$ cat src/rtl/gbd_pkg.sv
package gbd_pkg;

    typedef enum logic [3:0] {
        CLS_CR      = 4'd0,
        CLS_LF      = 4'd1,
        CLS_CONTROL = 4'd2,
        CLS_EXTEND  = 4'd3,
        CLS_ZWJ     = 4'd4,
        CLS_RI      = 4'd5,
        CLS_PREPEND = 4'd6,
        CLS_SPACING = 4'd7,
        CLS_L       = 4'd8,
        CLS_V       = 4'd9,
        CLS_T       = 4'd10,
        CLS_LV      = 4'd11,
        CLS_LVT     = 4'd12,
        CLS_PICT    = 4'd13,
        CLS_OTHER   = 4'd14
    } t_break_class;

    localparam int unsigned CP_W = 21;

    localparam logic [CP_W-1:0] CP_ZWJ         = 21'h0200D;
    localparam logic [CP_W-1:0] CP_HANGUL_LO   = 21'h0AC00;
    localparam logic [CP_W-1:0] CP_HANGUL_HI   = 21'h0D7A3;
    localparam logic [CP_W-1:0] CP_RI_LO       = 21'h1F1E6;
    localparam logic [CP_W-1:0] CP_RI_HI       = 21'h1F1FF;
    localparam logic [CP_W-1:0] CP_PICT_LO     = 21'h1F300;
    localparam logic [CP_W-1:0] CP_PICT_HI     = 21'h1F9FF;
    localparam logic [CP_W-1:0] CP_PICT2_LO    = 21'h02600;
    localparam logic [CP_W-1:0] CP_PICT2_HI    = 21'h027BF;
    localparam logic [CP_W-1:0] CP_COMB_LO     = 21'h00300;
    localparam logic [CP_W-1:0] CP_COMB_HI     = 21'h0036F;

endpackage

$ cat src/rtl/gbd_classify.sv
module gbd_classify (
    input  logic [gbd_pkg::CP_W-1:0] i_code_point,
    output gbd_pkg::t_break_class    o_class
);

    function automatic logic in_span(
        input logic [gbd_pkg::CP_W-1:0] v,
        input logic [gbd_pkg::CP_W-1:0] lo,
        input logic [gbd_pkg::CP_W-1:0] hi
    );
        return (v >= lo) && (v <= hi);
    endfunction

    logic [gbd_pkg::CP_W-1:0] w_diff;
    logic [13:0]              w_off;
    logic [11:0]              w_quad;
    logic [4:0]               w_sum1;
    logic [3:0]               w_sum2;
    logic                     w_lv;

    // Syllable index mod 28: mod 4 from the low bits, mod 7 by folding octal digits.
    assign w_diff = i_code_point - gbd_pkg::CP_HANGUL_LO;
    assign w_off  = w_diff[13:0];
    assign w_quad = w_off[13:2];
    assign w_sum1 = {2'b00, w_quad[2:0]} + {2'b00, w_quad[5:3]}
                  + {2'b00, w_quad[8:6]} + {2'b00, w_quad[11:9]};
    assign w_sum2 = {1'b0, w_sum1[2:0]} + {2'b00, w_sum1[4:3]};
    assign w_lv   = (w_off[1:0] == 2'b00) && ((w_sum2 == 4'd0) || (w_sum2 == 4'd7));

    always_comb begin
        if (i_code_point == 21'h0000D) begin
            o_class = gbd_pkg::CLS_CR;
        end else if (i_code_point == 21'h0000A) begin
            o_class = gbd_pkg::CLS_LF;
        end else if ((i_code_point < 21'h00020) ||
                     in_span(i_code_point, 21'h0007F, 21'h0009F)) begin
            o_class = gbd_pkg::CLS_CONTROL;
        end else if (i_code_point == gbd_pkg::CP_ZWJ) begin
            o_class = gbd_pkg::CLS_ZWJ;
        end else if (in_span(i_code_point, gbd_pkg::CP_COMB_LO, gbd_pkg::CP_COMB_HI) ||
                     in_span(i_code_point, 21'h01AB0, 21'h01AFF) ||
                     in_span(i_code_point, 21'h01DC0, 21'h01DFF) ||
                     in_span(i_code_point, 21'h020D0, 21'h020FF) ||
                     in_span(i_code_point, 21'h0FE20, 21'h0FE2F)) begin
            o_class = gbd_pkg::CLS_EXTEND;
        end else if (in_span(i_code_point, gbd_pkg::CP_RI_LO, gbd_pkg::CP_RI_HI)) begin
            o_class = gbd_pkg::CLS_RI;
        end else if (in_span(i_code_point, 21'h01100, 21'h0115F)) begin
            o_class = gbd_pkg::CLS_L;
        end else if (in_span(i_code_point, 21'h01160, 21'h011A7)) begin
            o_class = gbd_pkg::CLS_V;
        end else if (in_span(i_code_point, 21'h011A8, 21'h011FF)) begin
            o_class = gbd_pkg::CLS_T;
        end else if (in_span(i_code_point, gbd_pkg::CP_HANGUL_LO, gbd_pkg::CP_HANGUL_HI)) begin
            o_class = w_lv ? gbd_pkg::CLS_LV : gbd_pkg::CLS_LVT;
        end else if (in_span(i_code_point, gbd_pkg::CP_PICT_LO, gbd_pkg::CP_PICT_HI) ||
                     in_span(i_code_point, gbd_pkg::CP_PICT2_LO, gbd_pkg::CP_PICT2_HI)) begin
            o_class = gbd_pkg::CLS_PICT;
        end else if (i_code_point == 21'h00903) begin
            o_class = gbd_pkg::CLS_SPACING;
        end else begin
            o_class = gbd_pkg::CLS_OTHER;
        end
    end

endmodule

$ cat src/rtl/grapheme_boundary_detector.sv
// Grapheme cluster boundary detector.
// Input channel: i_valid / o_stall with i_code_point, i_text_begin and
// i_bad_sequence; an item is taken at a clock edge with i_valid high and
// o_stall low. Output channel: o_valid / i_stall with o_boundary and
// o_break_class, one result per input item, in order.
// Path: the accepting edge loads the input register, and the item moves on into
// the result register once that register is free; o_valid then rises, and the
// result leaves at an edge with i_stall low.
// Throughput: one item per cycle while the receiver does not stall; the
// classifier and rule logic lie between the input register and the result register.
// Reset (i_rst_n low at a clock edge): both stage valid bits drop and the
// running context (previous class, RI parity, emoji chain) returns to the
// start-of-text state; the first item after reset always breaks.
// When the receiver stalls, the result register holds its item; the input
// register still takes one more item, and o_stall rises once both stages are
// full. Context advances only as an item moves into the result register.
module grapheme_boundary_detector (
    input  logic        i_clk,
    input  logic        i_rst_n,
    input  logic        i_valid,
    output logic        o_stall,
    input  logic [20:0] i_code_point,
    input  logic        i_text_begin,
    input  logic        i_bad_sequence,
    output logic        o_valid,
    input  logic        i_stall,
    output logic        o_boundary,
    output logic [3:0]  o_break_class
);

    // Input stage
    logic                     r_mid_valid;
    logic [gbd_pkg::CP_W-1:0] r_mid_cp;
    logic                     r_mid_begin;
    logic                     r_mid_bad;

    // Result stage
    logic                     r_out_valid;
    logic                     r_out_boundary;
    gbd_pkg::t_break_class    r_out_class;

    // Running context
    logic                     r_have_prev;
    gbd_pkg::t_break_class    r_prev_class;
    logic                     r_ri_odd;
    logic                     r_chain_open;
    logic                     r_zwj_after_emoji;

    logic                     n_have_prev;
    gbd_pkg::t_break_class    n_prev_class;
    logic                     n_ri_odd;
    logic                     n_chain_open;
    logic                     n_zwj_after_emoji;
    logic                     n_boundary;

    gbd_pkg::t_break_class    w_raw_class;
    gbd_pkg::t_break_class    w_class;
    logic                     w_linked;
    logic                     w_chain_before;
    logic                     w_out_ready;
    logic                     w_mid_ready;
    logic                     w_in_fire;
    logic                     w_mid_fire;

    assign w_out_ready = !r_out_valid || !i_stall;
    assign w_mid_ready = !r_mid_valid || w_out_ready;
    assign w_in_fire   = i_valid && w_mid_ready;
    assign w_mid_fire  = r_mid_valid && w_out_ready;
    assign o_stall     = !w_mid_ready;

    gbd_classify u_classify (
        .i_code_point (r_mid_cp),
        .o_class      (w_raw_class)
    );

    function automatic logic rule_break(
        input gbd_pkg::t_break_class a,
        input gbd_pkg::t_break_class b,
        input logic                  joiner_ok,
        input logic                  ri_odd
    );
        logic a_ctl;
        logic b_ctl;
        logic brk;
        a_ctl = (a == gbd_pkg::CLS_CR) || (a == gbd_pkg::CLS_LF) ||
                (a == gbd_pkg::CLS_CONTROL);
        b_ctl = (b == gbd_pkg::CLS_CR) || (b == gbd_pkg::CLS_LF) ||
                (b == gbd_pkg::CLS_CONTROL);
        if ((a == gbd_pkg::CLS_CR) && (b == gbd_pkg::CLS_LF)) begin
            brk = 1'b0;
        end else if (a_ctl || b_ctl) begin
            brk = 1'b1;
        end else if ((a == gbd_pkg::CLS_L) &&
                     ((b == gbd_pkg::CLS_L) || (b == gbd_pkg::CLS_V) ||
                      (b == gbd_pkg::CLS_LV) || (b == gbd_pkg::CLS_LVT))) begin
            brk = 1'b0;
        end else if (((a == gbd_pkg::CLS_LV) || (a == gbd_pkg::CLS_V)) &&
                     ((b == gbd_pkg::CLS_V) || (b == gbd_pkg::CLS_T))) begin
            brk = 1'b0;
        end else if (((a == gbd_pkg::CLS_LVT) || (a == gbd_pkg::CLS_T)) &&
                     (b == gbd_pkg::CLS_T)) begin
            brk = 1'b0;
        end else if ((b == gbd_pkg::CLS_EXTEND) || (b == gbd_pkg::CLS_ZWJ) ||
                     (b == gbd_pkg::CLS_SPACING)) begin
            brk = 1'b0;
        end else if (a == gbd_pkg::CLS_PREPEND) begin
            brk = 1'b0;
        end else if ((a == gbd_pkg::CLS_ZWJ) && joiner_ok && (b == gbd_pkg::CLS_PICT)) begin
            brk = 1'b0;
        end else if ((a == gbd_pkg::CLS_RI) && (b == gbd_pkg::CLS_RI)) begin
            brk = !ri_odd;
        end else begin
            brk = 1'b1;
        end
        return brk;
    endfunction

    always_comb begin
        w_linked       = r_have_prev && !r_mid_begin;
        w_class        = r_mid_bad ? gbd_pkg::CLS_OTHER : w_raw_class;
        w_chain_before = w_linked && r_chain_open;

        if (!w_linked || r_mid_bad) begin
            n_boundary = 1'b1;
        end else begin
            n_boundary = rule_break(r_prev_class, w_class, r_zwj_after_emoji, r_ri_odd);
        end

        if (w_class == gbd_pkg::CLS_RI) begin
            n_ri_odd = (w_linked && (r_prev_class == gbd_pkg::CLS_RI)) ? !r_ri_odd : 1'b1;
        end else begin
            n_ri_odd = 1'b0;
        end
        n_zwj_after_emoji = (w_class == gbd_pkg::CLS_ZWJ) && w_chain_before;
        n_chain_open      = (w_class == gbd_pkg::CLS_PICT) ||
                            ((w_class == gbd_pkg::CLS_EXTEND) && w_chain_before);
        n_prev_class      = w_class;
        n_have_prev       = 1'b1;
    end

    always_ff @(posedge i_clk) begin
        if (!i_rst_n) begin
            r_mid_valid       <= 1'b0;
            r_out_valid       <= 1'b0;
            r_have_prev       <= 1'b0;
            r_prev_class      <= gbd_pkg::CLS_OTHER;
            r_ri_odd          <= 1'b0;
            r_chain_open      <= 1'b0;
            r_zwj_after_emoji <= 1'b0;
        end else begin
            if (w_mid_ready) begin
                r_mid_valid <= i_valid;
            end
            if (w_out_ready) begin
                r_out_valid <= r_mid_valid;
            end
            // Advance context only as an item leaves the input stage.
            if (w_mid_fire) begin
                r_have_prev       <= n_have_prev;
                r_prev_class      <= n_prev_class;
                r_ri_odd          <= n_ri_odd;
                r_chain_open      <= n_chain_open;
                r_zwj_after_emoji <= n_zwj_after_emoji;
            end
        end
    end

    always_ff @(posedge i_clk) begin
        if (w_in_fire) begin
            r_mid_cp    <= i_code_point;
            r_mid_begin <= i_text_begin;
            r_mid_bad   <= i_bad_sequence;
        end
        if (w_mid_fire) begin
            r_out_boundary <= n_boundary;
            r_out_class    <= w_class;
        end
    end

    assign o_valid       = r_out_valid;
    assign o_boundary    = r_out_boundary;
    assign o_break_class = r_out_class;

    a_ri_odd_after_ri: assert property (@(posedge i_clk) disable iff (!i_rst_n)
        r_ri_odd |-> (r_prev_class == gbd_pkg::CLS_RI))
        else $error("RI parity set after a non-RI item");

    a_joiner_after_zwj: assert property (@(posedge i_clk) disable iff (!i_rst_n)
        r_zwj_after_emoji |-> (r_prev_class == gbd_pkg::CLS_ZWJ))
        else $error("emoji joiner flag set after a non-ZWJ item");

    a_chain_class: assert property (@(posedge i_clk) disable iff (!i_rst_n)
        r_chain_open |-> ((r_prev_class == gbd_pkg::CLS_PICT) ||
                          (r_prev_class == gbd_pkg::CLS_EXTEND)))
        else $error("emoji chain open after wrong class");

    a_clean_start: assert property (@(posedge i_clk) disable iff (!i_rst_n)
        !r_have_prev |-> (!r_ri_odd && !r_chain_open && !r_zwj_after_emoji))
        else $error("context flags set before any item");

    a_first_breaks: assert property (@(posedge i_clk) disable iff (!i_rst_n)
        (w_mid_fire && (!r_have_prev || r_mid_begin || r_mid_bad))
            |=> (o_valid && o_boundary))
        else $error("forced boundary missing");

endmodule
$ cat config.mk
export PLATFORM = sky130hd
export DESIGN_NAME = grapheme_boundary_detector
export DESIGN_NICKNAME = d
export VERILOG_FILES = /design/src/rtl/gbd_pkg.sv /design/src/rtl/gbd_classify.sv /design/src/rtl/grapheme_boundary_detector.sv
export SDC_FILE = /design/constraint.sdc
export NUM_CORES = 1
export LEC_CHECK = 0
export BUFFER_PORTS_ARGS = -buffer_cell sky130_fd_sc_hd__buf_2
export CAP_MARGIN = 20
export CORE_AREA = 2 2 80 82
export DETAILED_ROUTE_END_ITERATION = 6
export DIE_AREA = 0 0 82 84
export PLACE_DENSITY = 0.71
export SLEW_MARGIN = 20
export SYNTH_ARGS = -nofsm -noshare
export SYNTH_HDL_FRONTEND = slang
export SYNTH_SLANG_ARGS = --single-unit
$ cat constraint.sdc
create_clock -name i_clk -period 5.29 [get_ports i_clk]
set_input_delay 0.7935 -clock i_clk [delete_from_list [all_inputs] [get_ports i_clk]]
set_output_delay 0.7935 -clock i_clk [all_outputs]
set_load 0.005 [all_outputs]
* Word level (Yosys, flattened, before mapping)
Index checks and enable logic that the tools add are counted.
Cells by class: add/subtract/negate cells 5, order comparisons 27, equal/unequal tests 27, multiplexer cells 25, reductions and logical operators 63
Operators by type and width (number):
- >= comparator 21 x 13 -> 1 bit (second input constant) | 5
- less-or-equal comparator 21 x 13 -> 1 bit (second input constant) | 5
- 2-to-1 mux 4 bit | 13
- == test 4 bit (second input constant) | 11
- == test 21 x 4 -> 1 bit (second input constant) | 2
- >= comparator 21 x 14 -> 1 bit (second input constant) | 2
- >= comparator 21 x 16 -> 1 bit (second input constant) | 2
- >= comparator 21 x 17 -> 1 bit (second input constant) | 2
- less-or-equal comparator 21 x 14 -> 1 bit (second input constant) | 2
- less-or-equal comparator 21 x 16 -> 1 bit (second input constant) | 2
- less-or-equal comparator 21 x 17 -> 1 bit (second input constant) | 2
- == test 4 x 3 -> 1 bit (second input constant) | 7
- logical AND 1 bit | 28
- logical OR 1 bit | 24
- == test 21 x 12 -> 1 bit (second input constant) | 1
- == test 21 x 14 -> 1 bit (second input constant) | 1
- >= comparator 21 x 10 -> 1 bit (second input constant) | 1
- >= comparator 21 x 7 -> 1 bit (second input constant) | 1
- less-or-equal comparator 21 x 10 -> 1 bit (second input constant) | 1
- less-or-equal comparator 21 x 8 -> 1 bit (second input constant) | 1
- < comparator 21 x 6 -> 1 bit (second input constant) | 1
- subtractor 14 bit (second input constant) | 1
- == test 4 x 2 -> 1 bit (second input constant) | 3
- logical NOT 4 bit | 3
- other kinds (8) | 26
Word-level totals: bits in registers 38, bits of input ports 27, output and inout bits 7

* Depth between registers and ports, before layout
Gate-level depths: netlist of the first run.
word-level depth 31, mapped depth 21, mapped depth without buffers 20

* Modules after synthesis
From an unflattened synthesis of the first run, not the netlist that was laid out.
Second synthesis, totals: cells, all modules 347, area total of the unflattened synthesis 3144.3 µm²
Modules (own cells, without submodules):
- gbd_classify | times used 1, cells each 235, area an instance 1660.3 µm²
- grapheme_boundary_detector | times used 1, cells each 112, area an instance 1483.9 µm²

* Worst setup path after synthesis of the first run
No wires, ideal clock.
kind register -> register, start register r_mid_cp[5] (netlist bit), end register r_out_boundary (netlist: o_boundary), data pin, setup time 0.259 ns, data arrival time 5.169 ns, required time 5.031 ns, path slack -0.138 ns, stages on the path, launching flop included 18, path buffers 0, clock period less this slack 5.428 ns, cells stage by stage edfxtp_1 > ha_1 > fa_1 > fa_1 > ha_1 > fa_1 > xor2_1 > ha_1 > fa_1 > or3_1 > a2111oi_0 > a21oi_1 > o211a_1 > a21o_1 > or3_1 > a211oi_2 > o22ai_1 > a211o_1
On the way: longest elaborated chain between the ends 31
RTL lines:
- start: declaration | RTL line grapheme_boundary_detector.sv:33 | logic [gbd_pkg::CP_W-1:0] r_mid_cp;
- start signal: assignment | RTL line grapheme_boundary_detector.sv:170 | r_mid_cp <= i_code_point;
- subtractor 14 bit | RTL line gbd_classify.sv:22 | assign w_diff = i_code_point - gbd_pkg::CP_HANGUL_LO;
- adder 3 x 3 -> 4 bit | RTL line gbd_classify.sv:25 | assign w_sum1 = {2'b00, w_quad[2:0]} + {2'b00, w_quad[5:3]}
- adder 5 x 3 -> 5 bit (2 in series) | RTL line gbd_classify.sv:26 | + {2'b00, w_quad[8:6]} + {2'b00, w_quad[11:9]};
- adder 3 x 2 -> 4 bit | RTL line gbd_classify.sv:27 | assign w_sum2 = {1'b0, w_sum1[2:0]} + {2'b00, w_sum1[4:3]};
- == test 4 x 3 -> 1 bit or logical NOT 4 bit (tied branches) | RTL line gbd_classify.sv:28 | assign w_lv = (w_off[1:0] == 2'b00) && ((w_sum2 == 4'd0) || (w_sum2 == 4'd7));
- logical OR 1 bit | RTL line gbd_classify.sv:28
- logical AND 1 bit | RTL line gbd_classify.sv:28
- 2-to-1 mux 3 bit | RTL line gbd_classify.sv:55 | o_class = w_lv ? gbd_pkg::CLS_LV : gbd_pkg::CLS_LVT;
- (+14 left out)
- 2-to-1 mux 1 bit | RTL line grapheme_boundary_detector.sv:108 | end else if ((a == gbd_pkg::CLS_ZWJ) && joiner_ok && (b == gbd_pkg::CLS_PICT)) begin
- 2-to-1 mux 1 bit | RTL line grapheme_boundary_detector.sv:106 | end else if (a == gbd_pkg::CLS_PREPEND) begin
- 2-to-1 mux 1 bit | RTL line grapheme_boundary_detector.sv:103 | end else if ((b == gbd_pkg::CLS_EXTEND) || (b == gbd_pkg::CLS_ZWJ) ||
- 2-to-1 mux 1 bit | RTL line grapheme_boundary_detector.sv:100 | end else if (((a == gbd_pkg::CLS_LVT) || (a == gbd_pkg::CLS_T)) &&
- 2-to-1 mux 1 bit | RTL line grapheme_boundary_detector.sv:97 | end else if (((a == gbd_pkg::CLS_LV) || (a == gbd_pkg::CLS_V)) &&
- 2-to-1 mux 1 bit | RTL line grapheme_boundary_detector.sv:93 | end else if ((a == gbd_pkg::CLS_L) &&
- 2-to-1 mux 1 bit | RTL line grapheme_boundary_detector.sv:91 | end else if (a_ctl || b_ctl) begin
- 2-to-1 mux 1 bit (*) | RTL line grapheme_boundary_detector.sv:89 | if ((a == gbd_pkg::CLS_CR) && (b == gbd_pkg::CLS_LF)) begin
- end signal: assignment | RTL line grapheme_boundary_detector.sv:175 | r_out_boundary <= n_boundary;
- end: declaration | RTL line grapheme_boundary_detector.sv:39 | logic r_out_boundary;
Mark *: on every way between the ends. The rest lies on a longest branch, timed or not. A chain may end at the register's enable or synchronous reset.

* Worst setup path in the final report of the first run
Same ends and word-level chain as after synthesis.

==> results by group, run 1 <==
Detailed routing
  • DR pass1 iterations: 5
  • Final antenna-violating net count: 0
  • Residual DRC count: 0
  • Wirelength per Cell: 18.3 µm
  • Number of DRC markers in iteration 0: 371
  • WL final: 8970 µm
  • DR vias/cell: 6.59
  • Via count: 3221

Run
  • Max Cap Viol: 0

Power
  • PD cells: 249 nW/µm²
  • Worst vdd ir: 0.266 mV
  • Leak Pwr: 0.00142 µW
  • Total chip power: 931 µW

Synthesis
  • Register area share after synthesis: 33.0%
  • Synth Warn #: 0
  • Synth cell types: 63
  • Cells after synthesis: 366
  • Number of synthesized register bits: 38
  • Post-synth EDFFs: 28
  • Synth Flop Type: edfxtp_1
  • Synthesized area: 3160 µm²
  • Net Count, Synth: 411
  • Avg Cell Area, Syn: 8.63 µm²
  • Post-synthesis async set-or-reset flop share: 0%

GRT
  • GRT overflow: 0
  • First-pass GRT wire length: 14400 µm
  • Initial antenna violation count: 0
  • GRT Util Overall: 26.7%
  • Number of global-route vias before repair: 2954
  • Largest net degree at the start of global routing: 24

Clock tree
  • H-tree levels: 2
  • Clock Sinks: 38
  • Clk_lat worst skew: 0.29 ns
  • Max Buffers Root-to-Sink: 2
  • CTS clock-pin slew for the worst setup and hold paths: 0.08 ns
  • TritonCTS clock tree: done
  • TritonCTS Buffers: 5
  • Root Buffer: clkbuf_8
  • Hold Buf Count CTS: 0

Timing
  • Max-slew violation total from the final report: 0
  • Fmax achieved: 184 MHz
  • Relative slew slack: 47.9%
  • Setup WS post-layout: -0.151 ns
  • Final Hold Fails: 0
  • RSZ-0062 raised after global routing: yes
  • Crit share post-route: 103%
  • Final setup skew: 0.00992 ns
  • Fin crit period: 5.44 ns
  • Actual slew at the worst max-slew pin: 0.776 ns
  • Final setup violation count: 1
  • Final setup TNS: -0.151 ns

Min path
  • HP Start: r_ri_odd
  • Worst hold-check path type: flip-flop to flip-flop
  • Hold EP: r_ri_odd
  • Worst hold path stage count: 2

Place
  • Dpl hpwl: 6340 µm
  • Placed Area: 3490 µm²
  • Inst Count DP: 472
  • Routability Congestion: 0.971
  • I/O Buffers: 33
  • Placement Setup Slack: -0.141 ns

Setup path
  • Crit-path max FO: 4
  • R2r setup slk: -0.15 ns
  • CP arrival: 5.49 ns
  • CP required: 5.34 ns
  • R2R depth: 17
  • CP startpoint kind: flip-flop
  • RR Startpoint: r_mid_cp[5]
  • Setup Crit Path Kind: flip-flop to flip-flop
  • Critical path endpoint category: flip-flop
  • Crit Reg-Reg Endpoint: o_boundary

Cells and area
  • Max FFs per register: 21
  • Non-Filler Instances: 489
  • Final instance area: 3740 µm²
  • Share of cells above drive strength 1: 22.1%
  • Diodes inserted: 0
  • Largest register by flop count: r_mid_cp
  • Area Growth Syn to Fin: 18.5%
  • Final #Nets: 456

Floorplanning
  • # rows: 29
  • CORE AREA: 6100 µm²
  • Die area: 6890 µm²
  • Chip height: 84 µm
  • Die Span X: 82 µm
  • Initial Util: 51.8%
  • IO Count: 34

Outcome
  • Failing checks: negative setup slack
  • Status: complete, but fails checks
==> placed cells by master (no fill, tap or decap), types with 4 or more instances in the layout <==
cell      synthesis  layout
a21o_1            5       5
fa_1              6       4
edfxtp_1         28      28
nand4_1          20      20
a21oi_1          18      17
or3_1             9       7
nor4b_1           5       5
and3_1            9       9
nor2_1           25      24
o211a_1           4       4
clkbuf_8          0       5
nor4_1           10      10
nand2_1          33      33
nand2b_1          6       6
buf_2             8      33
o211ai_1          7       7
ha_1             12       9
nand3_1          11      11
o21ai_0          15      14
and2_1            5       5
dfxtp_1          10      10
nor3_1           12      12
nor2b_1           5       4
buf_4             0      28
inv_1            20      19
==> synth_stat cells (4+ instances only) <==
cell type  number  area share (%)
nand3_1        11             1.7
and3_1          9             1.8
nor3_1         12             1.9
edfxtp_1       28              27
clkbuf_1       16             1.9
a21oi_1        18             2.9
nand2_1        33             3.9
or3_1           9             1.8
o211ai_1        7             1.7
a21o_1          5             1.2
nand2b_1        6             1.2
buf_2           8             1.3
nor4_1         10             2.0
fa_1            6             3.8
nor4b_1         5             1.4
dfxtp_1        10             6.3
nand4_1        20             4.0
o21ai_0        15             2.4
o211a_1         4             1.3
ha_1           12             4.8
nor2_1         25             3.0
nor2b_1         5            0.99
inv_1          20             2.4
and2_1          5            0.99
==> cell families after synthesis <==
| kind of cell | after synthesis | synth area share, % |
|---|---|---|
| flops | 38 | 33.0 |
| mux | 1 | 0.317 |
| compound gates | 90 | 20.7 |
| simple gates | 170 | 30.6 |
| xor+xnor | 5 | 1.39 |
| fa+ha+maj | 18 | 8.55 |
| buf+inv | 44 | 5.54 |
==> metal layers <==
layer	part of all wire [%]	GRT usage (%)	vias to the layer above	routed length [µm]
li1	-	-	1491	-
met1	44	39.1	1489	3900
met3	8.9	5.09	31	795
met5	0	0	-	0
met4	3.1	9.70	0	277
met2	45	39.0	210	3990
==> cell type report <==
type	instances	area, µm²
Sequential cell	38	1040
Tap cell	77	96.3
Fill cell	527	2350
Clock inverter	3	63.8
Clock buffer	5	68.8
Timing Repair Buffer	62	387
Multi-Input combinational cell	284	2010
Inverter	20	75.1
==> timing repair <==
action,4_1_cts,5_1_grt
cloned,0,0
pin swaps,5,21
gates resized for setup,4,9
endpoints found under the hold margin,0,0
endpoints found under the setup margin,1,4
buffers inserted,3,8
==> worst max-delay path by stage <==
stage,startpoint,endpoint,cells past startpoint
after floorplan,r_mid_cp[5],o_boundary,17
after global placement,r_mid_cp[5],o_boundary,17
after detailed placement,r_mid_cp[5],o_boundary,17
after CTS,r_mid_cp[2],o_boundary,17
after global routing,r_mid_cp[5],o_boundary,17
final,r_mid_cp[5],o_boundary,17
==> through the flow <==
stage	util [%]	hold WS [ns]
finish	61.4	0.471
global route	61.4	0.499
CTS	60.1	0.475
detailed placement	57.2	0.463
global placement	57.2	0.448
floorplan	-	0.436
==> power breakdown <==
group | switching [µW] | internal [µW] | leakage (µW) | total (µW)
Clock | 97.2 | 186 | 0.0000658 | 284
Combinational | 157 | 137 | 0.00101 | 295
Sequential | 17.3 | 335 | 0.000340 | 353
==> critical path, cell delays in order, from the launching register on <==
cell,delay (ns)
edfxtp_1,0.40
ha_2,0.23
fa_2,0.45
fa_1,0.49
ha_2,0.20
fa_2,0.37
xor2_2,0.15
ha_2,0.21
fa_1,0.50
or3_4,0.36
a2111oi_4,0.36
a21oi_2,0.08
o211ai_1,0.28
nor2_2,0.10
or4bb_1,0.52
nand4_1,0.12
a31oi_1,0.09
a211o_1,0.28
Note: power is estimated with default switching activity, not from simulation.
==> run 2, diff against run 1 <==
--- a/config.mk
+++ b/config.mk
@@ -10,7 +10,7 @@
 export CORE_AREA = 2 2 80 82
 export DETAILED_ROUTE_END_ITERATION = 6
 export DIE_AREA = 0 0 82 84
-export PLACE_DENSITY = 0.71
+export PLACE_DENSITY = 0.84
 export SLEW_MARGIN = 20
 export SYNTH_ARGS = -nofsm -noshare
 export SYNTH_HDL_FRONTEND = slang
==> run 2 against run 1 <==
Effect of this change: sequential power hardly changed; register-to-register slack better by 0.03 ns; final area is 2.6% lower; total power is 11% lower; clock skew is 0.0034 ns lower; fmax is 0.47% higher; non-clock buffer count is 6 lower; cell count is 1.2% lower; utilization is 1.6 points lower; sequential cell count stayed put; sequential share of layout area is 0.74 points higher; the flow still finishes with violations (negative setup slack); die area stayed put; largest cell class unchanged; highest routed layer unchanged.
==> results by group, run 2 (same netlist as run 1, synthesis figures left out) <==
Cells and area
  • Max FFs per register: 21 (unchanged)
  • FF+latch area: 1040 µm² (unchanged)
  • Largest register by flop count: r_mid_cp (unchanged)
  • Non-Filler Instances: 483 (was 489)
  • Multi-input gate area: 2000 µm² (was 2010 µm²)
  • Area Growth Syn to Fin: 15.4% (was 18.5%)
  • Final #Nets: 450 (was 456)
  • Final instance area: 3650 µm² (was 3740 µm²)
  • Diodes inserted: 0 (unchanged)
  • Layout fillers: 542 (was 527)
  • Most frequent cells in the layout: 33 x nand2_1, 33 x buf_2, 28 x edfxtp_1 (was 33 x nand2_1, 33 x buf_2, 28 x edfxtp_1, 28 x buf_4, 24 x nor2_1)
  • Share of cells above drive strength 1: 20.4% (was 22.1%)

GRT
  • GRT Util Overall: 26.9% (was 26.7%)
  • Number of global-route vias before repair: 2881 (was 2954)
  • GRT overflow: 0 (unchanged)
  • Initial antenna violation count: 0 (unchanged)
  • Largest net degree at the start of global routing: 24 (unchanged)
  • First-pass GRT wire length: 14400 µm (about the same)

Detailed routing
  • Residual DRC count: 0 (unchanged)
  • Via count: 3166 (was 3221)
  • Wirelength per Cell: 18.4 µm (was 18.3 µm)
  • Final antenna-violating net count: 0 (unchanged)
  • DR vias/cell: 6.55 (was 6.59)
  • Number of DRC markers in iteration 0: 330 (was 371)
  • DR pass1 iterations: 5 (unchanged)
  • WL final: 8880 µm (was 8970 µm)

Timing
  • Final setup TNS: -0.126 ns (was -0.151 ns)
  • Final setup violation count: 1 (unchanged)
  • Actual slew at the worst max-slew pin: 0.744 ns (was 0.776 ns)
  • Fin crit period: 5.42 ns (was 5.44 ns)
  • Final Hold Fails: 0 (unchanged)
  • RSZ-0062 raised after global routing: yes (unchanged)
  • Crit share post-route: 102% (was 103%)
  • WHS: 0.468 ns (was 0.471 ns)
  • Final setup skew: 0.00653 ns (was 0.00992 ns)
  • Relative slew slack: 50.0% (was 47.9%)
  • Setup WS post-layout: -0.126 ns (was -0.151 ns)
  • Fmax achieved: 185 MHz (was 184 MHz)
  • Max-slew violation total from the final report: 0 (unchanged)

Power
  • Internal power: 560 µW (was 659 µW)
  • Total chip power: 831 µW (was 931 µW)
  • PD cells: 228 nW/µm² (was 249 nW/µm²)
  • Seq pwr share: 42.3% (was 37.9%)
  • Combinational share of power: 32.6% (was 31.7%)
  • Leak Pwr: 0.00137 µW (was 0.00142 µW)
  • Switching part of the total: 32.6% (was 29.2%)
  • Switch Pwr: 271 µW (was 272 µW)
  • Worst vdd ir: 0.165 mV (was 0.266 mV)
  • Power share of the clock group: 25.1% (was 30.5%)

Clock tree
  • TritonCTS clock tree: done (unchanged)
  • Root Buffer: clkbuf_8 (unchanged)
  • Clock Sinks: 38 (unchanged)
  • H-tree levels: 2 (unchanged)
  • TritonCTS Buffers: 5 (unchanged)
  • CTS clock-pin slew for the worst setup and hold paths: 0.08 ns (about the same)
  • Clk_lat worst skew: 0.29 ns (about the same)
  • Max Buffers Root-to-Sink: 2 (unchanged)
  • Hold Buf Count CTS: 0 (unchanged)

Setup path
  • RR Startpoint: r_mid_cp[2] (was r_mid_cp[5])
  • CP startpoint kind: flip-flop (unchanged)
  • R2r setup slk: -0.13 ns (was -0.15 ns)
  • CP required: 5.34 ns (about the same)
  • WP buf/inv: 0 (unchanged)
  • Critical path depth: 17 (unchanged)
  • CP arrival: 5.46 ns (was 5.49 ns)
  • Critical-path top delay cell: fa_1 (was or4bb_1)
  • Family with the most delay on the worst path: adder cells (unchanged)
  • Crit-path max cell delay: 0.53 ns (was 0.52 ns)
  • R2R depth: 17 (unchanged)
  • Critical path endpoint category: flip-flop (unchanged)
  • Crit-path max FO: 4 (unchanged)
  • Crit Reg-Reg Endpoint: o_boundary (unchanged)
  • Crit-path cells: ha_2 -> fa_1 -> xor2_2 -> fa_1 -> fa_2 -> xor2_1 -> ha_2 -> fa_2 -> or3_4 -> a2111oi_4 -> a21oi_2 -> o211a_1 -> a21o_1 -> or3_1 -> a211oi_2 -> o22ai_1 -> a211o_1 (was ha_2 -> fa_2 -> fa_1 -> ha_2 -> fa_2 -> xor2_2 -> ha_2 -> fa_1 -> or3_4 -> a2111oi_4 -> a21oi_2 -> o211ai_1 -> nor2_2 -> or4bb_1 -> nand4_1 -> a31oi_1 -> a211o_1)
  • Setup Crit Path Kind: flip-flop to flip-flop (unchanged)

Min path
  • Worst hold path stage count: 2 (unchanged)
  • Worst hold-check path type: flip-flop to flip-flop (unchanged)
  • HP Start: r_ri_odd (unchanged)
  • Hold EP: r_ri_odd (unchanged)

Floorplanning
  • Chip height: 84 µm (unchanged)
  • Initial Util: 51.8% (unchanged)
  • # rows: 29 (unchanged)
  • IO Count: 34 (unchanged)
  • Die Span X: 82 µm (unchanged)
  • CORE AREA: 6100 µm² (unchanged)
  • Die area: 6890 µm² (unchanged)

Place
  • I/O Buffers: 33 (unchanged)
  • Dpl hpwl: 6560 µm (was 6340 µm)
  • Routability Congestion: 0.998 (was 0.971)
  • Inst Count DP: 474 (was 472)
  • Placed Area: 3500 µm² (was 3490 µm²)

Run
  • Max Cap Viol: 0 (unchanged)

Outcome
  • Status: complete, but fails checks (unchanged)
  • Failing checks: negative setup slack (unchanged)
run 2: per-layer routing:
layer / global-route usage, % / wire length [µm]
met1: 39.6 / 3860
met4: 8.33 / 182
met5: 0 / 0
met2: 39.2 / 3950
met3: 5.95 / 882
run 2: power groups by stage:
stage	registers (µW)	clock network, µW	logic [µW]
detailed placement	358	0	239
finish	352	209	271
global placement	357	0	226
global route	354	231	301
CTS	351	218	261
floorplan	351	0	171
run 2: per-stage QoR:
stage | worst slack, ns | utilization, %
final | -0.126 | 59.8
after global routing | -0.310 | 59.8
after CTS | -0.108 | 59.5
after detailed placement | -0.203 | 57.5
after global placement | -0.0736 | 57.5
after floorplan | 0.0147 | -
run 2: tightest hold or removal path, stage by stage (launching register included):
cell	delay [ns]
dfxtp_1	0.31
nand2_1	0.05
a21boi_0	0.06
run 2: worst max path at each step:
stage,startpoint,endpoint,slack [ns]
floorplan,r_mid_cp[5],o_boundary,0.01
global placement,r_mid_cp[5],o_boundary,-0.07
detailed placement,r_mid_cp[2],o_boundary,-0.20
CTS,r_mid_cp[5],o_boundary,-0.11
global route,r_mid_cp[5],o_boundary,-0.31
finish,r_mid_cp[2],o_boundary,-0.13
run 2: what timing repair did:
item,CTS,global route
gates resized for setup,4,3
pin swaps,2,2
setup endpoints to repair,1,2
hold endpoints to repair,0,0
cloned,0,0
buffers inserted,1,0
run 2: area by class of cell:
class | instances | share of cell area (%)
Clock inverter | 2 | 0.343
Sequential cell | 38 | 28.5
Tap cell | 77 | 2.64
Clock buffer | 6 | 2.26
Inverter | 20 | 2.06
Timing Repair Buffer | 56 | 9.26
Multi-Input combinational cell | 284 | 54.9
